<file path="src/hw/rtl/osb_pkg.sv">
// Shared constants, register indexes and pipeline stage types of the
// ARGB source-over blend unit. Depends on nothing; every other file uses it.
`default_nettype none

package osb_pkg;

  localparam int unsigned ChanW     = 8;
  localparam int unsigned NumChan   = 3;
  localparam int unsigned PixelW    = 32;
  localparam int unsigned WeightW   = 16;
  localparam int unsigned DenW      = 16;
  localparam int unsigned NumW      = 24;
  localparam int unsigned OpacityW  = 9;
  localparam int unsigned CfgIdxW   = 2;
  localparam int unsigned DivSteps  = 8;
  localparam int unsigned PrepSteps = 2;
  localparam int unsigned MulSteps  = 2;
  localparam int unsigned NumStages = PrepSteps + MulSteps + DivSteps + 1;

  localparam logic [CfgIdxW-1:0]  RegLayerOpacity = CfgIdxW'(0);
  localparam logic [CfgIdxW-1:0]  RegLayerVisible = CfgIdxW'(1);
  localparam logic [OpacityW-1:0] OpacityReset    = OpacityW'(256);
  localparam logic [ChanW-1:0]    AlphaOpaque     = 8'hFF;

  typedef logic [NumChan-1:0][ChanW-1:0] chan_vec_t;

  // After opacity scaling and classification.
  typedef struct packed {
    logic              blend;
    logic [PixelW-1:0] pass_px;
    logic [ChanW-1:0]  sa;
    logic [ChanW-1:0]  da;
    chan_vec_t         sc;
    chan_vec_t         dc;
  } osb_s1_t;

  // Source and destination weights and the blend denominator.
  typedef struct packed {
    logic               blend;
    logic [PixelW-1:0]  pass_px;
    chan_vec_t          sc;
    chan_vec_t          dc;
    logic [WeightW-1:0] w_s;
    logic [WeightW-1:0] w_d;
    logic [DenW-1:0]    den;
  } osb_s2_t;

  // Per-channel weighted products and the output alpha.
  typedef struct packed {
    logic                          blend;
    logic [PixelW-1:0]             pass_px;
    logic [NumChan-1:0][NumW-1:0]  prod_s;
    logic [NumChan-1:0][NumW-1:0]  prod_d;
    logic [DenW-1:0]               den;
    logic [ChanW-1:0]              out_a;
  } osb_s3_t;

  // Divider working set: partial remainders and quotients per channel.
  typedef struct packed {
    logic                          blend;
    logic [PixelW-1:0]             pass_px;
    logic [NumChan-1:0][NumW-1:0]  rem;
    chan_vec_t                     quo;
    logic [DenW-1:0]               den;
    logic [ChanW-1:0]              out_a;
  } osb_div_t;

endpackage

`default_nettype wire

</file>
<file path="src/hw/rtl/osb_div.sv">
// Pipelined restoring divider: one quotient bit per stage for all three colours.
// Depends on osb_pkg.
`default_nettype none

module osb_div (
  input  wire logic                         clk_i,
  input  wire logic [osb_pkg::DivSteps-1:0] en_i,
  input  wire osb_pkg::osb_div_t            d_i,
  output osb_pkg::osb_div_t                 d_o
);
  import osb_pkg::*;

  osb_div_t st_d [DivSteps];
  osb_div_t st_q [DivSteps];

  // The quotient is at most 255 because the numerator is at most 255*den, so
  // eight steps from bit seven down cover it completely.
  for (genvar k = 0; k < DivSteps; k++) begin : g_step
    localparam int unsigned Sh = DivSteps - 1 - k;

    osb_div_t        prev;
    logic [NumW-1:0] trial;

    if (k == 0) begin : g_first
      assign prev = d_i;
    end else begin : g_next
      assign prev = st_q[k-1];
    end

    assign trial = NumW'(prev.den) << Sh;

    always_comb begin
      st_d[k] = prev;
      for (int c = 0; c < NumChan; c++) begin
        if (prev.rem[c] >= trial) begin
          st_d[k].rem[c]     = prev.rem[c] - trial;
          st_d[k].quo[c][Sh] = 1'b1;
        end
      end
    end

    always_ff @(posedge clk_i) begin
      if (en_i[k]) begin
        st_q[k] <= st_d[k];
      end
    end
  end

  assign d_o = st_q[DivSteps-1];

endmodule

`default_nettype wire

</file>
<file path="config.mk">
export PLATFORM = sky130hd
export DESIGN_NAME = osb_div
export DESIGN_NICKNAME = d
export VERILOG_FILES = /design/src/hw/rtl/osb_pkg.sv /design/src/hw/rtl/osb_div.sv
export SDC_FILE = /design/constraint.sdc
export NUM_CORES = 2
export LEC_CHECK = 0
export ABC_AREA = 1
export BUFFER_PORTS_ARGS = -buffer_cell sky130_fd_sc_hd__buf_2
export CAP_MARGIN = 30
export CORE_MARGIN = 2
export CORE_UTILIZATION = 40
export DETAILED_ROUTE_END_ITERATION = 10
export PLACE_DENSITY = 0.53
export SYNTH_ARGS = -nofsm -noshare
export SYNTH_HDL_FRONTEND = slang
export SYNTH_SLANG_ARGS = --single-unit
</file>
<file path="constraint.sdc">
create_clock -name clk_i -period 3.3 [get_ports clk_i]
set_input_delay 0.99 -clock clk_i [delete_from_list [all_inputs] [get_ports clk_i]]
set_output_delay 0.99 -clock clk_i [all_outputs]
set_load 0.01 [all_outputs]
</file>
==> results.ini <==
[synth]
synth_enable_flop_cells=1224
syn-num-nets=9003
ys_ff_latch=1224
syn_area_um2=72100
syn_area_per_cell_um2=8.55
synth_top_cell_area_share_pct=51.0
synth_largest_area_cell=edfxtp_1
ys_seq_area_share_pct=51.0
synthTopCellsByArea=edfxtp_1, nand2_1, ha_1, inv_1, nand3_1
synth-async-reset-ratio_pct=0
postSynthCellCount=8433
synth.distinct_cells=42
yosysWarnings=0
synth_ff_type=edfxtp_1

[clock_network]
htreeDepth=4
cts_buffers=139
ctsResizeCount=0
clk_transition_reported_paths_ps=60
postCtsSetupRepairBufs=0
root_buffer=clkbuf_16
clock-sinks=1224
cts_tree=built
postCtsHoldBufs=0
clk_path_buf_depth=3
clock_latency_ps=820

[die]
die_w_um=428
row_count=155
fp.dieH_um=428
core_um2=179000
io_pins=315
dieArea_um2=184000
start_util_pct=40.3

[placed_design]
place_congestion=0.998
port-buffer-count=314
dp_hpwl_um=174000
place_area_um2=77100
dp_cells=11200

[global_route]
grt-ovfl-total=0
antenna_found_initial=3
grt_max_degree=63
grt_pass1_vias=55300
grt_usage_pct=22.8
grt_pass1_wl_um=321000

[layout]
nets=9507
drive_gt1_share_pct=9.45
fillers=17500
final_common_cell=nand2_1
regMostFlops=st_q
multi_input_area_um2=29900
post-route-cell-area_um2=82000
mostFrequentLayoutCells=nand2_1, edfxtp_1, inv_1
area_growth_pct=13.7
seqCellArea_um2=36800
fin_cells=11400
largestRegisters=st_q (1224)
largest_reg_flops=1224
final_util_pct=45.8

[min_path]
hold_start=d_i[130]
hold_path_class=input port to register

[drt]
via_per_inst=4.88
dr.pass1.iters=6
routedWlPerCell_um=18.5
finalWirelength_um=211000
drt_iter0_drc=3454
vias=55700
drc=0
ant_nets=0

[critical_path]
cp-start-kind=register
r2r_start=st_q[0][172]
crit_type=register to register
cp.required_ps=3810
crit_start=st_q[0][172]
cp_top_family=simple AND/OR/NAND/NOR gates
cp_cell_sequence=inv_1 > ha_1 > nand2_1 > nor2_1 > nand3_1 > nor2_1 > nand2_1 > nand3_2 > inv_2 > o21ai_0
slowest_stage=o21ai_0
end_kind=register
crit_arrival_ps=3500
crit_fanout=18
critical_path.max_stage_delay_ps=680
worst-path-buf-inv=2

[sta]
period_minus_slack_ps=2980
drv_slew=0
setup_tns_ps=0
clock-skew-final_ps=40.5
setup_viol=0
fin_crit_sh_pct=90.4
hold_viol=0
rsz0062_at_grt=false
worstMarginPinSlew_ps=799
slew_headroom_pct=46.1
fmax_mhz=335

[power]
p_leak_nw=37.3
powerDensity_nw_per_um2=771
irDropWorstVdd_v=0.000404

[outcome]
status=finished clean

[run]
max_cap_viol_count=0

[synth_stat cells, types with 2 or more instances]
cell	number
o21ai_1	66
nand3_1	521
buf_2	17
a21oi_2	24
xnor2_1	101
nor2_2	20
a21o_1	2
a21oi_1	325
nand3_2	19
o21ai_0	130
nor3b_1	2
nand3_4	5
xor2_1	104
inv_4	3
or2_1	6
inv_2	14
nand4_1	66
fa_1	24
or2_2	26
o21a_1	3
and3_1	3
nor3_2	8
nand2_2	24
nor2_1	642
ha_1	384
nor4_1	5
nand2_1	3111
inv_1	1215
and2_1	18
nand3b_1	123
o21ai_2	46
buf_6	49
edfxtp_1	1224
nor3_1	63
o21bai_1	16
buf_4	13
nor2_4	6
[cells by family after synthesis]
group	share of synthesized area, %
XOR/XNOR	2.49
buffers and inverters	7.46
AO/OA/AOI/OAI	4.71
AND/OR/NAND/NOR	27.0
flip-flops	51.0
adder cells (fa/ha/maj)	7.33
[metrics by stage]
| step | power, mW | setup WS (ps) | hold slack, ps |
|---|---|---|---|
| floorplan | 40.0 | 663 | 400 |
| global placement | 47.4 | 227 | 401 |
| detailed placement | 47.5 | 200 | 405 |
| CTS | 63.6 | 370 | 260 |
| global route | 67.9 | 228 | 282 |
| finish | 63.2 | 316 | 337 |
[path summary, 6_finish.rpt]
path	slack (ps)	cells past startpoint	endpoint
max reg2reg	320	10	st_q[0][368]
min reg2reg	390	0	st_q[0][506]
max	320	10	st_q[0][368]
min	340	1	st_q[0][130]
[per-layer routing]
layer | vias to the layer above | wire, µm | track usage, %
met5 | - | 28 | 0
met4 | 4 | 12900 | 12.7
met3 | 407 | 6570 | 2.78
met2 | 1177 | 106000 | 40.9
met1 | 25600 | 85600 | 26.3
li1 | 28500 | - | -
[where the power goes]
part	switching, mW	total [mW]	internal, mW
registers	2.00	23.2	21.2
logic	15.7	24.1	8.38
clock network	6.61	15.9	9.29
total	24.3	63.2	38.9
[area by class of cell]
| class | instances | share of cell area, % |
|---|---|---|
| inverter | 1233 | 5.66 |
| clock buffer | 161 | 4.37 |
| timing repair buffer | 442 | 3.50 |
| tap | 2355 | 3.60 |
| multi-input combinational | 5897 | 36.5 |
| antenna | 6 | 0.0183 |
| clock inverter | 94 | 1.48 |
| sequential | 1224 | 44.8 |
Power figures use the tool's default switching activity.
