## config.mk

```make
export PLATFORM = sky130hd
export DESIGN_NAME = osb_mul
export DESIGN_NICKNAME = d
export VERILOG_FILES = /design/src/hw/rtl/osb_pkg.sv /design/src/hw/rtl/osb_mul.sv
export SDC_FILE = /design/constraint.sdc
export NUM_CORES = 2
export LEC_CHECK = 0
export ABC_AREA = 0
export BUFFER_PORTS_ARGS = -buffer_cell sky130_fd_sc_hd__buf_2
export CAP_MARGIN = 15
export CORE_ASPECT_RATIO = 0.6
export CORE_MARGIN = 2
export CORE_UTILIZATION = 63
export CTS_CLUSTER_DIAMETER = 200
export CTS_CLUSTER_SIZE = 28
export DETAILED_ROUTE_END_ITERATION = 16
export PLACE_DENSITY = 0.83
export SYNTH_ARGS = -nofsm -noshare
export SYNTH_HDL_FRONTEND = slang
export SYNTH_SLANG_ARGS = --single-unit
```

## constraint.sdc

```tcl
create_clock -name clk_i -period 5.58 [get_ports clk_i]
set_input_delay 0.558 -clock clk_i [delete_from_list [all_inputs] [get_ports clk_i]]
set_output_delay 0.558 -clock clk_i [all_outputs]
set_load 0.03 [all_outputs]
```

## src/hw/rtl/osb_pkg.sv

```systemverilog
// Shared constants, register indexes and pipeline stage types of the
// ARGB source-over blend unit. Depends on nothing; every other file uses it.
`default_nettype none

package osb_pkg;

  localparam int unsigned ChanW     = 8;
  localparam int unsigned NumChan   = 3;
  localparam int unsigned PixelW    = 32;
  localparam int unsigned WeightW   = 16;
  localparam int unsigned DenW      = 16;
  localparam int unsigned NumW      = 24;
  localparam int unsigned OpacityW  = 9;
  localparam int unsigned CfgIdxW   = 2;
  localparam int unsigned DivSteps  = 8;
  localparam int unsigned PrepSteps = 2;
  localparam int unsigned MulSteps  = 2;
  localparam int unsigned NumStages = PrepSteps + MulSteps + DivSteps + 1;

  localparam logic [CfgIdxW-1:0]  RegLayerOpacity = CfgIdxW'(0);
  localparam logic [CfgIdxW-1:0]  RegLayerVisible = CfgIdxW'(1);
  localparam logic [OpacityW-1:0] OpacityReset    = OpacityW'(256);
  localparam logic [ChanW-1:0]    AlphaOpaque     = 8'hFF;

  typedef logic [NumChan-1:0][ChanW-1:0] chan_vec_t;

  // After opacity scaling and classification.
  typedef struct packed {
    logic              blend;
    logic [PixelW-1:0] pass_px;
    logic [ChanW-1:0]  sa;
    logic [ChanW-1:0]  da;
    chan_vec_t         sc;
    chan_vec_t         dc;
  } osb_s1_t;

  // Source and destination weights and the blend denominator.
  typedef struct packed {
    logic               blend;
    logic [PixelW-1:0]  pass_px;
    chan_vec_t          sc;
    chan_vec_t          dc;
    logic [WeightW-1:0] w_s;
    logic [WeightW-1:0] w_d;
    logic [DenW-1:0]    den;
  } osb_s2_t;

  // Per-channel weighted products and the output alpha.
  typedef struct packed {
    logic                          blend;
    logic [PixelW-1:0]             pass_px;
    logic [NumChan-1:0][NumW-1:0]  prod_s;
    logic [NumChan-1:0][NumW-1:0]  prod_d;
    logic [DenW-1:0]               den;
    logic [ChanW-1:0]              out_a;
  } osb_s3_t;

  // Divider working set: partial remainders and quotients per channel.
  typedef struct packed {
    logic                          blend;
    logic [PixelW-1:0]             pass_px;
    logic [NumChan-1:0][NumW-1:0]  rem;
    chan_vec_t                     quo;
    logic [DenW-1:0]               den;
    logic [ChanW-1:0]              out_a;
  } osb_div_t;

endpackage

`default_nettype wire

```

## src/hw/rtl/osb_mul.sv

```systemverilog
// Multiply stages of the blend pipeline: weighted colour products, numerators and
// output alpha. Depends on osb_pkg.
`default_nettype none

module osb_mul (
  input  wire logic                         clk_i,
  input  wire logic [osb_pkg::MulSteps-1:0] en_i,
  input  wire osb_pkg::osb_s2_t             s2_i,
  output osb_pkg::osb_div_t                 s4_o
);
  import osb_pkg::*;

  localparam int unsigned AlphaMulW = DenW + 9;

  osb_s3_t  s3_d, s3_q;
  osb_div_t s4_d, s4_q;

  logic [DenW:0]        den_inc;
  logic [AlphaMulW-1:0] alpha_mul;

  // floor(den/255) is ((den+1)*257) >> 16, exact for den below 65535.
  always_comb begin
    den_inc   = (DenW+1)'(s2_i.den) + (DenW+1)'(1);
    alpha_mul = AlphaMulW'({den_inc, 8'h00}) + AlphaMulW'(den_inc);

    s3_d.blend   = s2_i.blend;
    s3_d.pass_px = s2_i.pass_px;
    s3_d.den     = s2_i.den;
    s3_d.out_a   = alpha_mul[23:16];
    for (int c = 0; c < NumChan; c++) begin
      s3_d.prod_s[c] = NumW'(s2_i.sc[c]) * NumW'(s2_i.w_s);
      s3_d.prod_d[c] = NumW'(s2_i.dc[c]) * NumW'(s2_i.w_d);
    end
  end

  always_ff @(posedge clk_i) begin
    if (en_i[0]) begin
      s3_q <= s3_d;
    end
  end

  // The numerator never exceeds 255*den, so it fits in 24 bits.
  always_comb begin
    s4_d.blend   = s3_q.blend;
    s4_d.pass_px = s3_q.pass_px;
    s4_d.den     = s3_q.den;
    s4_d.out_a   = s3_q.out_a;
    s4_d.quo     = '0;
    for (int c = 0; c < NumChan; c++) begin
      s4_d.rem[c] = s3_q.prod_s[c] + s3_q.prod_d[c];
    end
  end

  always_ff @(posedge clk_i) begin
    if (en_i[1]) begin
      s4_q <= s4_d;
    end
  end

  assign s4_o = s4_q;

endmodule

`default_nettype wire

```

==> flow_metrics.env <==
export IMPL_final_setup_viol_count=0
export IMPL_synth_warnings=0
export IMPL_layout_commonest_cell="and2_1"
export IMPL_synth_area_top_cells="fa_1, edfxtp_1, ha_1"
export IMPL_die_w_um=323
export IMPL_vias=26958
export IMPL_gr_total_overflow=0
export IMPL_period_share=0.943
export IMPL_drc=0
export IMPL_area_growth_pct=6.35
export IMPL_ys_seq_elements=330
export IMPL_cp_slowest_cell="a2111oi_0"
export IMPL_synth_cell_types=81
export IMPL_cp_arrival_ns=5.56
export IMPL_ant_nets=0
export IMPL_yosysTopAreaCellShare=0.264
export IMPL_required_ns=5.88
export IMPL_syn_area_per_cell_um2=10.2
export IMPL_cts_setup_buffers=0
export IMPL_seqCellArea_mm2=0.00991
export IMPL_numPlacedInstances=4756
export IMPL_stdcell_count=4776
export IMPL_dieArea_mm2=0.0631
export IMPL_synth_edf_count=330
export IMPL_max_slew_margin=0.275
export IMPL_ys_seq_area_frac=0.258
export IMPL_gp_congestion=0.931
export IMPL_initial_core_util=0.634
export IMPL_cts_resized=0
export IMPL_grt_start_max_net_pins=125
export IMPL_crit_top_cell="fa_1"
export IMPL_drive_gt1_frac=0.0842
export IMPL_layout_common_cells="and2_1, inv_1, fa_1"
export IMPL_die_height_um=195
export IMPL_rsz0062_at_grt="false"
export IMPL_synth_ff_type="edfxtp_1"
export IMPL_io_buffers=260
export IMPL_fin_crit_ns=5.26
export IMPL_path_max_fanout=24
export IMPL_htree_levels=1
export IMPL_cp_num_buf_inv=3
export IMPL_p_leak_nw=19.5
export IMPL_root_buffer="clkbuf_16"
export IMPL_cts_tree="yes"
export IMPL_cts_max_path_buffers=3
export IMPL_fin_nets=4926
export IMPL_finalHoldViolations=0
export IMPL_finalMaxSlewViolations=0
export IMPL_postCtsHoldBufs=0
export IMPL_path_delay_family="adder cells"
export IMPL_core_area_mm2=0.0606
export IMPL_final_setup_tns_ns=0
export IMPL_placed_area_mm2=0.0405
export IMPL_holdCritPathClass="input port to flip-flop"
export IMPL_cap_viol_max_count=0
export IMPL_synth_largest_area_cell="fa_1"
export IMPL_dp_hpwl_um=69700
export IMPL_criticalPathCategory="input port to flip-flop"
export IMPL_cts_sinks=330
export IMPL_syn_inst=3764
export IMPL_fin_area_mm2=0.0409
export IMPL_cts_made_buffers=15
export IMPL_worstSetupEndpointType="flip-flop"
export IMPL_multi_input_area_mm2=0.0255
export IMPL_drt_initial_drc_count=2197
export IMPL_grt_pass1_wl_um=145000
export IMPL_status="completed"
export IMPL_ioPinCount=285
export IMPL_clock_fmax_ghz=0.190
export IMPL_grt_usage=0.290
export IMPL_worstSetupStartpointType="input port"
export IMPL_grt_pass1_vias=27866
export IMPL_route_detailed_wl_per_inst_um=18.4
export IMPL_wirelength_um=87700
export IMPL_vdd_ir_drop_max_mv=0.420
export IMPL_antenna_found_initial=4
export IMPL_p_total_mw=19.9
export IMPL_worstSkewPairLatency_ns=0.55
export IMPL_max_stage_delay_ns=0.65
export IMPL_clk_pin_slew_ns=0.12
export IMPL_routed_via_density=5.64
export IMPL_cp_cell_sequence="buf_2 -> and2_1 -> fa_1 -> fa_1 -> fa_1 -> inv_1 -> fa_1 -> inv_1 -> ha_1 -> a21oi_1 -> o21bai_1 -> a21o_1 -> a2111oi_0 -> o41ai_1 -> a211o_1 -> a21oi_1 -> xnor2_1"
export IMPL_synth_area_mm2=0.0384
export IMPL_rows=70
export IMPL_powerDensity_mw_per_mm2=487
export IMPL_dr_pass1_iters=6
export IMPL_tightest_slew_ns=1.09
export IMPL_synth_async_reset_ratio=0
export IMPL_fin_worst_skew_ns=0.0333
export IMPL_nFillCells=4571
-- synthesized netlist by cell type (all sizes together) (3+ instances only) --
| cell | count |
|---|---|
| and2 | 655 |
| inv | 640 |
| fa | 507 |
| ha | 342 |
| edfxtp | 330 |
| nand2 | 214 |
| a21oi | 140 |
| xnor2 | 133 |
| clkbuf | 127 |
| nor2 | 99 |
| o21ai | 77 |
| a21o | 74 |
| xor2 | 54 |
| nand3 | 39 |
| nor3 | 28 |
| nor2b | 27 |
| buf | 26 |
| o21a | 21 |
| a31oi | 20 |
| o21bai | 19 |
| nand4 | 18 |
| and3 | 15 |
| nand2b | 13 |
| a211oi | 11 |
| a21boi | 10 |
| o211ai | 10 |
| o31ai | 10 |
| a2111oi | 7 |
| nor4 | 7 |
| a311oi | 6 |
| a31o | 6 |
| o311ai | 6 |
| o31a | 6 |
| or3 | 6 |
| a221oi | 5 |
| o41ai | 5 |
| a211o | 4 |
| a41oi | 4 |
| a41o | 3 |
| and4 | 3 |
| nand3b | 3 |
-- per-stage QoR --
step / setup WS [ns] / hold WS, ns / utilization
6_report: 0.320 / 0.181 / 0.674
3_5_place_dp: -0.0806 / 0.405 / 0.668
2_1_floorplan: 0.646 / 0.400 / -
5_1_grt: 0.173 / 0.171 / 0.674
4_1_cts: 0.500 / 0.163 / 0.674
3_3_place_gp: -0.0472 / 0.400 / 0.668
-- cell families after synthesis --
logic type      count (synthesis)  share of synthesized area
fa+ha+maj                     849                      0.375
buf+inv                       793                     0.0798
mux                             1                   0.000260
simple gates                 1138                      0.164
flops                         330                      0.258
compound gates                465                     0.0802
xor+xnor                      187                     0.0426
other cells                     1                  0.0000976
-- report_power, final --
group	switching [mW]	total (mW)	internal [mW]
logic	8.31	14.0	5.65
registers	0.370	4.69	4.32
clock network	0.772	1.27	0.496
total	9.45	19.9	10.5
-- path summary, 6_finish.rpt --
kind	from	end	slack [ns]	cells past startpoint
worst min register to register	s3_q[181]$_DFFE_PP_	s4_o[133]$_DFFE_PP_	0.41	0
worst min-delay path	s2_i[123]	s3_q[195]$_DFFE_PP_	0.18	1
worst max-delay path	s2_i[38]	s3_q[116]$_DFFE_PP_	0.32	17
worst max register to register	s3_q[24]$_DFFE_PP_	s4_o[68]$_DFFE_PP_	2.20	11
-- registers in the layout, indices dropped and copies added, names as in the netlist --
register	count
s3_q	201
s4_o	129
-- area by class of cell --
type	count	share of cell area
diodes	3	0.000184
repair buffers	294	0.0388
flip-flops and latches	330	0.242
well taps	828	0.0253
clock inverters	2	0.000429
inverters	640	0.0588
multi-input cells	2664	0.625
clock buffers	15	0.00918
-- layer usage --
layer | GRT usage | vias up | wire length (um)
met1 | 0.422 | 13376 | 38100
met3 | 0.0560 | 124 | 7710
met4 | 0.0746 | 2 | 2340
met5 | 0 | - | 12
met2 | 0.451 | 1057 | 39600
li1 | - | 12399 | -
(Power assumes the default switching activity.)
