<file path="src/hw/rtl/osb_pkg.sv">
// Shared constants, register indexes and pipeline stage types of the
// ARGB source-over blend unit. Depends on nothing; every other file uses it.
`default_nettype none

package osb_pkg;

  localparam int unsigned ChanW     = 8;
  localparam int unsigned NumChan   = 3;
  localparam int unsigned PixelW    = 32;
  localparam int unsigned WeightW   = 16;
  localparam int unsigned DenW      = 16;
  localparam int unsigned NumW      = 24;
  localparam int unsigned OpacityW  = 9;
  localparam int unsigned CfgIdxW   = 2;
  localparam int unsigned DivSteps  = 8;
  localparam int unsigned PrepSteps = 2;
  localparam int unsigned MulSteps  = 2;
  localparam int unsigned NumStages = PrepSteps + MulSteps + DivSteps + 1;

  localparam logic [CfgIdxW-1:0]  RegLayerOpacity = CfgIdxW'(0);
  localparam logic [CfgIdxW-1:0]  RegLayerVisible = CfgIdxW'(1);
  localparam logic [OpacityW-1:0] OpacityReset    = OpacityW'(256);
  localparam logic [ChanW-1:0]    AlphaOpaque     = 8'hFF;

  typedef logic [NumChan-1:0][ChanW-1:0] chan_vec_t;

  // After opacity scaling and classification.
  typedef struct packed {
    logic              blend;
    logic [PixelW-1:0] pass_px;
    logic [ChanW-1:0]  sa;
    logic [ChanW-1:0]  da;
    chan_vec_t         sc;
    chan_vec_t         dc;
  } osb_s1_t;

  // Source and destination weights and the blend denominator.
  typedef struct packed {
    logic               blend;
    logic [PixelW-1:0]  pass_px;
    chan_vec_t          sc;
    chan_vec_t          dc;
    logic [WeightW-1:0] w_s;
    logic [WeightW-1:0] w_d;
    logic [DenW-1:0]    den;
  } osb_s2_t;

  // Per-channel weighted products and the output alpha.
  typedef struct packed {
    logic                          blend;
    logic [PixelW-1:0]             pass_px;
    logic [NumChan-1:0][NumW-1:0]  prod_s;
    logic [NumChan-1:0][NumW-1:0]  prod_d;
    logic [DenW-1:0]               den;
    logic [ChanW-1:0]              out_a;
  } osb_s3_t;

  // Divider working set: partial remainders and quotients per channel.
  typedef struct packed {
    logic                          blend;
    logic [PixelW-1:0]             pass_px;
    logic [NumChan-1:0][NumW-1:0]  rem;
    chan_vec_t                     quo;
    logic [DenW-1:0]               den;
    logic [ChanW-1:0]              out_a;
  } osb_div_t;

endpackage

`default_nettype wire

</file>
<file path="src/hw/rtl/osb_prep.sv">
// Front stages of the blend pipeline: opacity scaling, classification and weights.
// Depends on osb_pkg.
`default_nettype none

module osb_prep (
  input  wire logic                          clk_i,
  input  wire logic [osb_pkg::PrepSteps-1:0] en_i,
  input  wire logic [osb_pkg::PixelW-1:0]    src_pixel_i,
  input  wire logic [osb_pkg::PixelW-1:0]    dst_pixel_i,
  input  wire logic [osb_pkg::OpacityW-1:0]  layer_opacity_i,
  input  wire logic                          layer_visible_i,
  output osb_pkg::osb_s2_t                   s2_o
);
  import osb_pkg::*;

  osb_s1_t s1_d, s1_q;
  osb_s2_t s2_d, s2_q;

  logic [2*ChanW-1:0] a_prod;
  logic [ChanW-1:0]   sa;
  logic               pass_dst;
  logic               pass_src;
  logic [ChanW-1:0]   inv_sa;

  // Stage one: scale the layer alpha and decide whether the pixel needs a blend.
  always_comb begin
    a_prod   = (2*ChanW)'(src_pixel_i[31:24]) * (2*ChanW)'(layer_opacity_i[ChanW-1:0]);
    sa       = layer_opacity_i[OpacityW-1] ? src_pixel_i[31:24] : a_prod[2*ChanW-1:ChanW];
    pass_dst = !layer_visible_i || (layer_opacity_i == '0) || (sa == '0);
    pass_src = (sa == AlphaOpaque);

    s1_d.blend   = !pass_dst && !pass_src;
    s1_d.pass_px = pass_dst ? dst_pixel_i : {sa, src_pixel_i[23:0]};
    s1_d.sa      = sa;
    s1_d.da      = dst_pixel_i[31:24];
    for (int c = 0; c < NumChan; c++) begin
      s1_d.sc[c] = src_pixel_i[c*ChanW +: ChanW];
      s1_d.dc[c] = dst_pixel_i[c*ChanW +: ChanW];
    end
  end

  always_ff @(posedge clk_i) begin
    if (en_i[0]) begin
      s1_q <= s1_d;
    end
  end

  // Stage two: w_s = 255*sa, w_d = da*(255-sa), den = w_s + w_d (at most 65025).
  always_comb begin
    inv_sa       = AlphaOpaque - s1_q.sa;
    s2_d.blend   = s1_q.blend;
    s2_d.pass_px = s1_q.pass_px;
    s2_d.sc      = s1_q.sc;
    s2_d.dc      = s1_q.dc;
    s2_d.w_s     = {s1_q.sa, ChanW'(0)} - WeightW'(s1_q.sa);
    s2_d.w_d     = WeightW'(s1_q.da) * WeightW'(inv_sa);
    s2_d.den     = s2_d.w_s + s2_d.w_d;
  end

  always_ff @(posedge clk_i) begin
    if (en_i[1]) begin
      s2_q <= s2_d;
    end
  end

  assign s2_o = s2_q;

endmodule

`default_nettype wire

</file>
<file path="config.mk">
export PLATFORM = sky130hd
export DESIGN_NAME = osb_prep
export DESIGN_NICKNAME = d
export VERILOG_FILES = /design/src/hw/rtl/osb_pkg.sv /design/src/hw/rtl/osb_prep.sv
export SDC_FILE = /design/constraint.sdc
export NUM_CORES = 1
export LEC_CHECK = 0
export BUFFER_PORTS_ARGS = -buffer_cell sky130_fd_sc_hd__buf_2
export CORE_MARGIN = 10
export CORE_UTILIZATION = 49
export CTS_BUF_LIST = sky130_fd_sc_hd__clkbuf_8
export CTS_CLUSTER_SIZE = 24
export DETAILED_ROUTE_END_ITERATION = 8
export GPL_TIMING_DRIVEN = 1
export PLACE_DENSITY_LB_ADDON = 0.2
export SYNTH_ARGS = -nofsm -noshare
export SYNTH_HDL_FRONTEND = slang
export SYNTH_SLANG_ARGS = --single-unit
</file>
<file path="constraint.sdc">
create_clock -name clk_i -period 10.9 [get_ports clk_i]
set_clock_uncertainty 0.15 [all_clocks]
set_input_delay 1.09 -clock clk_i [delete_from_list [all_inputs] [get_ports clk_i]]
set_output_delay 1.09 -clock clk_i [all_outputs]
set_load 0.02 [all_outputs]
</file>
==> reports/qor.txt, run 1 <==
flops & latches, synth: 226
Routed WL per cell: 16.70 microns
slew of the pin with the lowest slew margin: 1.020 ns
largest net degree at the start of global routing: 80
postcts setup bufs: 0
die width: 180.0 microns
Mapped Cells: 912
Yosys cell types: 61
Worst Path Required: 11.02 ns
initial antenna violation count: 4
I/O Pins: 206
DR vias: 7446
Post-Syn Nets: 1145
Lkg Pwr: 6.374 nW
CP Class: input port to register
global route overflow: 0
main flop type after synthesis: edfxtp_1
first-pass GRT wire length: 40060 microns
CTS resizes: 0
FP Rows: 58
Seq/Total Area, Yosys: 0.5408
relative slew slack: 0.3199
Power Total: 5.258 mW
DR iter-0 viols: 351
CP Launch Type: input port
crit-path cells: buf_2 -> and2_1 -> fa_1 -> fa_1 -> fa_1 -> inv_1 -> fa_1 -> inv_1 -> ha_1 -> nand4_2 -> nor3_2 -> or2_1 -> o211ai_1 -> and3_1 -> o31a_1 -> a31oi_4 -> buf_4 -> mux2_1
number of synthesized flops with an enable pin: 226
Reg clk slew, reported paths: 0.06 ns
RSZ-0062 raised after global routing: false
Hold Path Stages: 0
cell area after layout: 14620 sq um
Root Buffer: clkbuf_8
Hold Path Class: register to register
DR pass1 iterations: 5
yosys warns: 0
DRC viols: 0
element type at the critical path end: register
final core occ: 0.5804
Max Cap Viol: 0
switching part of the total: 0.4164
number of global-route vias before repair: 7783
Synth async-reset ratio: 0
Final period util: 0.5819
Final Wtd Congestion: 0.8759
clock latency on the worst-skew pair: 0.53 ns
Total Routed Length: 24980 microns
status: completed
WHS: 0.2518 ns
Most common cell on crit path: fa_1
setup TNS: 0 ns
hpwl dp: 18920 microns
CP peak stage delay: 0.54 ns
Post-layout nets: 1377
Pint: 3.069 mW
switching power: 2.189 mW
Total GRT Usage: 0.1507
Cell Area, Synth: 12550 sq um
CTS tree: built
Synth-to-Final Area Change: 16.48%
VDD IR-drop max: 0.3581 mV
clock buffer count from CTS: 37
Fmax achieved: 0.1577 GHz
antenna-violating nets left: 0
crit path max-delay cell type: fa_1
arrival time at the worst endpoint: 6.46 ns
P per Cell Area: 359.7 nW/um^2
die area: 32410 sq um
Reg2Reg Depth: 21
share of cells above drive strength 1: 0.2521
clock share of power: 0.127
Setup-failing EPs final: 0
IO buf count: 205
fin crit period: 6.342 ns
Core Box Area: 25180 sq um
Clock Path Buffers: 3
fraction of power consumed by sequential logic: 0.267
clock sink total: 226
average size of a mapped cell: 13.76 sq um
vias per cell: 4.977
Final Max Tran Viols: 0
CTS Hold Bufs: 0
H-Tree Depth: 2
antenna cells: 0
Logic pwr share: 0.606
endpoints failing hold: 0
crit path max fanout: 31
Starting Density: 0.4983
die height: 180.0 microns
dpl cell area: 13950 sq um
cell type report:
cell class | count | area [sq um]
inverters | 117 | 439.2
well taps | 330 | 412.9
clock inverters | 24 | 161.4
flip-flops and latches | 226 | 6787
multi-input cells | 553 | 5246
repair buffers | 209 | 1061
clock buffers | 37 | 509.2
fillers | 2072 | 10570
final timing paths:
path,from,endpoint,slack (ns)
setup reg to reg,s1_q[58],s2_o[15],4.90
setup / recovery,src_pixel_i[28],s1_q[64],4.56
hold reg to reg,s1_q[41],s2_o[89],0.25
hold / removal,s1_q[41],s2_o[89],0.25
routing by layer:
metal / vias up / share of wire / global-route usage
met5: - / 0.0022 / 0
met4: 8 / 0.018 / 0.04232
met3: 42 / 0.068 / 0.04880
met2: 173 / 0.50 / 0.2634
met1: 3575 / 0.41 / 0.1739
li1: 3648 / - / -
kinds of logic (layout without fill, tap and decap cells):
logic type               Yosys count  in the layout  synth area share
AO/OA/AOI/OAI                     94             94           0.04976
XOR/XNOR                          33             33           0.02303
adder cells (fa/ha/maj)          156            156            0.1986
buffers and inverters            133            387           0.04178
flip-flops                       226            226            0.5408
multiplexers                      30             30           0.03520
other                              1              1         0.0002988
AND/OR/NAND/NOR                  239            239            0.1105
synthesized netlist by cell type (2+ instances only):
master    number  area share
o22ai_1        2      0.0010
o31a_1         2      0.0014
o21ai_0       17      0.0068
nor2_1        21      0.0063
nor2b_1       56       0.028
a221oi_1       2      0.0014
nand4_1        7      0.0035
inv_1        117       0.035
o41ai_1        2      0.0014
a31oi_1        4      0.0020
or3_1          2      0.0010
nand2b_1      16      0.0080
ha_1          84       0.084
fa_1          72        0.11
nor4_1         4      0.0020
buf_2          2     0.00080
a211oi_1       3      0.0018
o21a_1         5      0.0030
o21bai_1       2      0.0012
buf_6          3      0.0027
o31ai_1        4      0.0024
edfxtp_1     226        0.54
a21o_1         7      0.0042
o211ai_1       4      0.0024
nand3_1       10      0.0040
xnor2_1       24       0.017
o21ai_1        3      0.0012
and3_1         5      0.0025
nor3_1        12      0.0048
or2_2          3      0.0015
xor2_1         9      0.0063
clkbuf_1      11      0.0033
nand2_1       31      0.0093
mux2_4        28       0.034
or4_1          4      0.0024
a21oi_1       24      0.0096
and2_1        60       0.030
stage by stage:
stage,worst slack [ns],instances
6_report,4.558,1496
5_1_grt,4.311,1496
4_1_cts,4.600,1496
3_5_place_dp,4.018,1435
3_3_place_gp,4.105,1435
2_1_floorplan,4.590,912
power by group through the flow:
stage / logic (mW) / clock network (mW) / registers (mW)
3_3_place_gp: 3.14 / 0 / 1.42
2_1_floorplan: 2.45 / 0 / 1.51
5_1_grt: 3.64 / 0.734 / 1.42
6_report: 3.19 / 0.667 / 1.40
4_1_cts: 3.21 / 0.693 / 1.41
3_5_place_dp: 3.20 / 0 / 1.42
flip-flops by register name (all words and copies together), names as in the netlist:
register and flops:
s1_q 97, s2_o 129
cell usage in the layout, fill, tap and decap left out, types with 9 or more instances in the layout:
master and instances:
a21oi_1 24, and2_1 60, buf_2 203, clkbuf_8 37, edfxtp_1 226, fa_1 72
ha_1 84, inv_1 130, mux2_4 28, nand2_1 31, nand2b_1 16, nand3_1 10
nor2_1 21, nor2b_1 56, nor3_1 12, o21ai_0 17, xnor2_1 24, xor2_1 9
worst max-delay path, delay by kind of cell:
family / cells / cell delay, ns
AO/OA/AOI/OAI: 3 / 0.65
buffers and inverters: 4 / 0.79
AND/OR/NAND/NOR: 5 / 0.99
adder cells (fa/ha/maj): 5 / 2.50
multiplexers: 1 / 0.39
(Power assumes the default switching activity.)
==> run 2: changes to the inputs <==
==> constraint.sdc (replaced) <==
create_clock -name clk_i -period 5.5 [get_ports clk_i]
set_clock_uncertainty 0.15 [all_clocks]
set_input_delay 0.55 -clock clk_i [delete_from_list [all_inputs] [get_ports clk_i]]
set_output_delay 0.55 -clock clk_i [all_outputs]
set_load 0.02 [all_outputs]
==> reports/qor.txt, run 2 (synthesis results as in run 1) <==
I/O Pins: 206 (unchanged)
first-pass GRT wire length: 42600 microns (+6.3%)
crit path max fanout: 6 (-81%)
GR Util met1: 0.1828 (+0.008915)
relative slew slack: 0.3737 (+0.05376)
failing checks: negative setup slack
endpoints failing hold: 0 (unchanged)
commonest non-fill, non-tap cell in the layout: edfxtp_1
slew of the pin with the lowest slew margin: 0.9395 ns (-0.08063 ns)
arrival time at the worst endpoint: 5.72 ns (-0.74 ns)
Synth-to-Final Area Change: 26.17%
clock buffer count from CTS: 37 (unchanged)
Post-layout nets: 1490 (+8.2%)
global route hottest layer: met2
Worst Path Required: 5.63 ns (-5.39 ns)
clock sink total: 226 (unchanged)
Global Route met3 Usage: 0.04819 (-0.0006024)
DR vias: 7877 (+5.8%)
max reg flops: 129 (unchanged)
fin crit period: 5.596 ns
r2r endpoint: s2_o[15]
Final WS setup: -0.09618 ns (-4.654 ns)
CTS tree: built
Final period util: 1.017
IO buf count: 205 (unchanged)
Final Max Tran Viols: 0 (unchanged)
element type at the critical path end: register
Root Buffer: clkbuf_8
Clock Path Buffers: 3 (unchanged)
RSZ-0062 raised after global routing: true
share of cells above drive strength 1: 0.3551 (+0.1030)
initial antenna violation count: 2 (-2)
clock latency on the worst-skew pair: 0.55 ns (+0.02 ns)
Setup-failing EPs final: 2 (+2)
R2R setup slack: -0.1 ns (-5.00 ns)
Reg2Reg Depth: 20 (-4.8%)
Total Routed Length: 26440 microns (+5.8%)
H-Tree Depth: 2 (unchanged)
CP Class: register to register
Fmax achieved: 0.1787 GHz
Hold Path Class: input port to register
die width: 180.0 microns (unchanged)
die height: 180.0 microns (unchanged)
antenna-violating nets left: 0 (unchanged)
setup TNS: -0.1768 ns (-0.1768 ns)
FP Rows: 58 (unchanged)
die area: 32410 sq um (unchanged)
Total GRT Usage: 0.1594 (+0.008664)
Starting Density: 0.4983 (unchanged)
CP Launch Type: register
Reg clk slew, reported paths: 0.06 ns (about the same)
status: complete, but fails checks
Routed WL per cell: 16.36 microns (-2.0%)
hpwl dp: 20080 microns (+6.1%)
Hold Path Stages: 1 (+1)
Core Box Area: 25180 sq um (unchanged)
FF-to-FF Start: s1_q[51]
vias per cell: 4.874 (-2.1%)
DRC viols: 0 (unchanged)
commonest non-fill, non-tap cells in the layout: edfxtp_1 (226), buf_2 (203), inv_1 (127), buf_4 (112), ha_1 (75)
number of global-route vias before repair: 8228 (+5.7%)
largest net degree at the start of global routing: 73 (-8.8%)
DR iter-0 viols: 271 (-23%)
Max Cap Viol: 0 (unchanged)
min-delay src: src_pixel_i[16]
Final Wtd Congestion: 0.8402 (-4.1%)
hold worst-path end: s1_q[40]
global route overflow: 0 (unchanged)
DR pass1 iterations: 4 (-1)
met2 Track Usage GR: 0.2817 (+0.01830)
## run 2: changes by cell type in the layout (fill, tap and decap cells not counted), moves of 4 or more
cell      change
ha_1          -9
ha_4          +6
nor2b_1       -8
clkinv_1      +4
fa_2          +4
nor2b_4       +5
buf_4       +106
fa_1          -4
buf_6         +6
## run 2: worst max-delay path by stage
stage | cells past startpoint | from | end
after global placement | 18 | src_pixel_i[26] | s1_q[64]
after floorplan | 17 | src_pixel_i[26] | s1_q[65]
after global routing | 21 | s1_q[51] | s2_o[14]
final | 20 | s1_q[51] | s2_o[15]
after detailed placement | 18 | src_pixel_i[26] | s1_q[64]
after CTS | 21 | s1_q[53] | s2_o[14]
## run 2: layout make-up
| class | instances | area (sq um) |
|---|---|---|
| Sequential cell | 226 | 6787 |
| Inverter | 117 | 439.2 |
| Fill cell | 1934 | 9349 |
| Clock inverter | 29 | 205.2 |
| Tap cell | 330 | 412.9 |
| Antenna cell | 2 | 5.005 |
| Multi-Input combinational cell | 553 | 5530 |
| Clock buffer | 37 | 509.2 |
| Timing Repair Buffer | 322 | 1944 |
## run 2: metal layers
layer | vias to the layer above | wire length [microns]
met1 | 3792 | 10650
met2 | 161 | 13540
li1 | 3885 | -
met3 | 39 | 1657
met4 | 0 | 594
met5 | - | 0
## run 2: per-stage QoR
stage	cell area, sq um	hold WS [ns]	setup slack [ns]	instances	util
2_1_floorplan	12640	0.2503	-0.03227	912	-
3_3_place_gp	14720	0.2503	-0.2765	1526	0.5846
3_5_place_dp	14720	0.2545	-0.3756	1526	0.5846
4_1_cts	15620	0.009768	-0.06101	1608	0.6202
5_1_grt	15830	0.006492	-0.3093	1614	0.6285
6_report	15830	0.04236	-0.09618	1616	0.6287
## run 2: critical path, cell delays in order (launching register included)
cell and delay, ns:
edfxtp_1 0.48, buf_4 0.18, nor2b_1 0.14, fa_2 0.37
fa_1 0.49, fa_1 0.54, inv_1 0.05, fa_1 0.49
inv_2 0.04, ha_4 0.15, or3_4 0.39, o21a_4 0.23
a21o_1 0.17, a21oi_1 0.13, nor2_1 0.06, o31ai_1 0.28
xnor2_1 0.19, ha_1 0.33, a21o_1 0.18, a31oi_1 0.18
xnor2_1 0.11
## run 2: what timing repair did
action                                  CTS  global route
pin swaps                                 6            19
buffers inserted                         16             9
resized for setup                        16            39
hold buffers                              0             0
endpoints found under the setup margin    4            35
Power of run 2 is left out: the tool's default activity adds up to more than one toggle a clock period on the data nets, which glitch-free logic cannot reach.
==> run 3: changes to the inputs <==
--- a/config.mk
+++ b/config.mk
@@ -5,6 +5,7 @@
 export SDC_FILE = /design/constraint.sdc
 export NUM_CORES = 1
 export LEC_CHECK = 0
+export ABC_AREA = 1
 export BUFFER_PORTS_ARGS = -buffer_cell sky130_fd_sc_hd__buf_2
 export CORE_MARGIN = 10
 export CORE_UTILIZATION = 49
==> reports/qor.txt, run 3 <==
status: completed
Worst Path Required: 5.64 ns (about the same)
crit path max fanout: 5 (-1)
Filler cells: 2235 (+16%)
antenna-violating nets left: 0 (unchanged)
CTS tree: built
Fmax achieved: 0.1892 GHz (+5.9%)
cell area after layout: 15220 sq um (-3.8%)
flops & latches, synth: 226 (unchanged)
endpoints failing hold: 0 (unchanged)
relative slew slack: 0.5300 (+0.1563)
share of cells above drive strength 1: 0.2464 (-0.1088)
vias per cell: 4.910 (+0.72%)
Seq/Total Area, Yosys: 0.5288 (-0.01207)
FP Rows: 59 (+1.7%)
clock sink total: 226 (unchanged)
CTS Hold Bufs: 0 (unchanged)
CP peak stage delay: 0.49 ns (-0.05 ns)
main flop type after synthesis: edfxtp_1
H-Tree Depth: 2 (unchanged)
Starting Density: 0.4953 (-0.002970)
Total Routed Length: 29410 microns (+11%)
max reg flops: 129 (unchanged)
crit-path cells: buf_4 -> nor2_1 -> fa_1 -> fa_2 -> fa_1 -> inv_1 -> fa_1 -> inv_1 -> ha_4 -> nand2_1 -> nor2_2 -> a21oi_2 -> xnor2_2 -> ha_1 -> nand2_1 -> nor2_2 -> nand3_1 -> o2111ai_2 -> nand2_1 -> nand3b_1 -> nand3_1 -> nand2_1
DR pass1 iterations: 5 (+1)
Post-synth top cells: nand2_1 (238), edfxtp_1 (226), inv_1 (223)
clock buffer count from CTS: 37 (unchanged)
Core Box Area: 25910 sq um (+2.9%)
Post-Syn Nets: 1410 (+23%)
die area: 33070 sq um (+2.0%)
Final Wtd Congestion: 0.8761 (+4.3%)
CP Launch Type: register
die width: 181.8 microns (+1.0%)
yosys warns: 0 (unchanged)
Setup-failing EPs final: 0 (-2)
fin crit period: 5.286 ns (-0.3099 ns)
Most common cell on crit path: nand2_1
Final period util: 0.9611 (-0.05635)
clock latency on the worst-skew pair: 0.53 ns (-0.02 ns)
I/O Pins: 206 (unchanged)
DRC viols: 0 (unchanged)
Root Buffer: clkbuf_8
commonest non-fill, non-tap cells in the layout: nand2_1 (236), edfxtp_1 (226), inv_1 (221), buf_2 (203), nor2_1 (82)
die height: 181.8 microns (+1.0%)
RSZ-0062 raised after global routing: true
Synth-to-Final Area Change: 18.61%
Mapped Cells: 1177 (+29%)
initial antenna violation count: 3 (+1)
Final Max Tran Viols: 0 (unchanged)
Post-layout nets: 1650 (+11%)
average size of a mapped cell: 10.90 sq um (-21%)
dpl cell area: 14260 sq um (-3.1%)
number of global-route vias before repair: 8909 (+8.3%)
crit path max-delay cell type: fa_2
Total GRT Usage: 0.1718 (+0.01235)
hpwl dp: 22410 microns (+12%)
Hold Path Class: input port to register
IO buf count: 205 (unchanged)
Clock Path Buffers: 3 (unchanged)
number of synthesized flops with an enable pin: 226 (unchanged)
Cell Area, Synth: 12830 sq um (+2.3%)
post-synth top area share: 0.5288 (-0.01207)
first-pass GRT wire length: 46030 microns (+8.0%)
biggest area consumer among synthesized cells: edfxtp_1
DR vias: 8754 (+11%)
Yosys cell types: 38 (-38%)
final core occ: 0.5875 (-0.04122)
CP Class: register to register
Routed WL per cell: 16.49 microns (+0.82%)
arrival time at the worst endpoint: 5.43 ns (-0.29 ns)
DR iter-0 viols: 459 (+69%)
top cells by area, synth: edfxtp_1 (53%), fa_1 (11%), ha_1 (8.2%), nand2_1 (7.0%), inv_1 (6.5%)
Reg clk slew, reported paths: 0.06 ns (about the same)
commonest non-fill, non-tap cell in the layout: nand2_1
most common cell in the netlist: nand2_1
Max Cap Viol: 0 (unchanged)
element type at the critical path end: register
slew of the pin with the lowest slew margin: 0.7050 ns (-0.2345 ns)
Synth async-reset ratio: 0 (unchanged)
largest net degree at the start of global routing: 54 (-26%)
global route overflow: 0 (unchanged)
-- run 3: area by class of cell --
| class | instances | area [sq um] | share of cell area |
|---|---|---|---|
| flip-flops and latches | 226 | 6787 | 0.4458 |
| multi-input cells | 692 | 5171 | 0.3397 |
| repair buffers | 235 | 1289 | 0.08466 |
| inverters | 225 | 847.1 | 0.05564 |
| clock buffers | 37 | 509.2 | 0.03345 |
| well taps | 335 | 419.2 | 0.02753 |
| clock inverters | 30 | 193.9 | 0.01274 |
| diodes | 3 | 7.507 | 0.0004931 |
-- run 3: what timing repair did --
item                                    CTS  global route
buffers inserted                          1             9
pin swaps                                 0             9
endpoints found under the setup margin    3             5
resized for setup                         1            47
-- run 3: final timing paths --
check                 startpoint  endpoint  slack (ns)  cells past startpoint
hold reg to reg          s1_q[2]  s2_o[50]        0.26                      0
hold / removal    src_pixel_i[9]  s1_q[33]        0.06                      1
setup reg to reg        s1_q[59]  s2_o[14]        0.21                     22
setup / recovery        s1_q[59]  s2_o[14]        0.21                     22
-- run 3: per-stage QoR --
stage	TNS [ns]	cells	worst slack, ns	hold slack [ns]
detailed placement	-0.1664	1703	-0.1283	0.2545
finish	0	1783	0.2137	0.05978
floorplan	0	1177	0.4046	0.2503
CTS	0	1771	0.02085	0.02109
global route	-0.1300	1781	-0.07177	0.02904
global placement	-0.08987	1703	-0.08795	0.2505
-- run 3: logic make-up after synthesis --
logic type	after synthesis	share of synthesized area
XOR/XNOR	29	0.01979
buffers and inverters	259	0.08198
other	1	0.0002922
AO/OA/AOI/OAI	55	0.02476
flip-flops	226	0.5288
adder cells (fa/ha/maj)	156	0.1942
AND/OR/NAND/NOR	451	0.1502
-- run 3: critical path: cells and delay by family, from the launching register on --
| kind | cells | cell delay (ns) |
|---|---|---|
| compound gates | 2 | 0.22 |
| fa+ha+maj | 6 | 2.61 |
| simple gates | 10 | 1.18 |
| xor+xnor | 1 | 0.15 |
| flops | 1 | 0.44 |
| buf+inv | 3 | 0.29 |
-- run 3: layer usage --
layer / vias to the layer above / part of all wire / routed length [microns] / global-route usage
li1: 4278 / - / - / -
met1: 4234 / 0.41 / 11920 / 0.2026
met2: 205 / 0.52 / 15400 / 0.3066
met3: 37 / 0.053 / 1552 / 0.03757
met4: 0 / 0.018 / 533 / 0.05011
met5: - / 0 / 0 / 0
Power of run 3 is left out for the same reason.
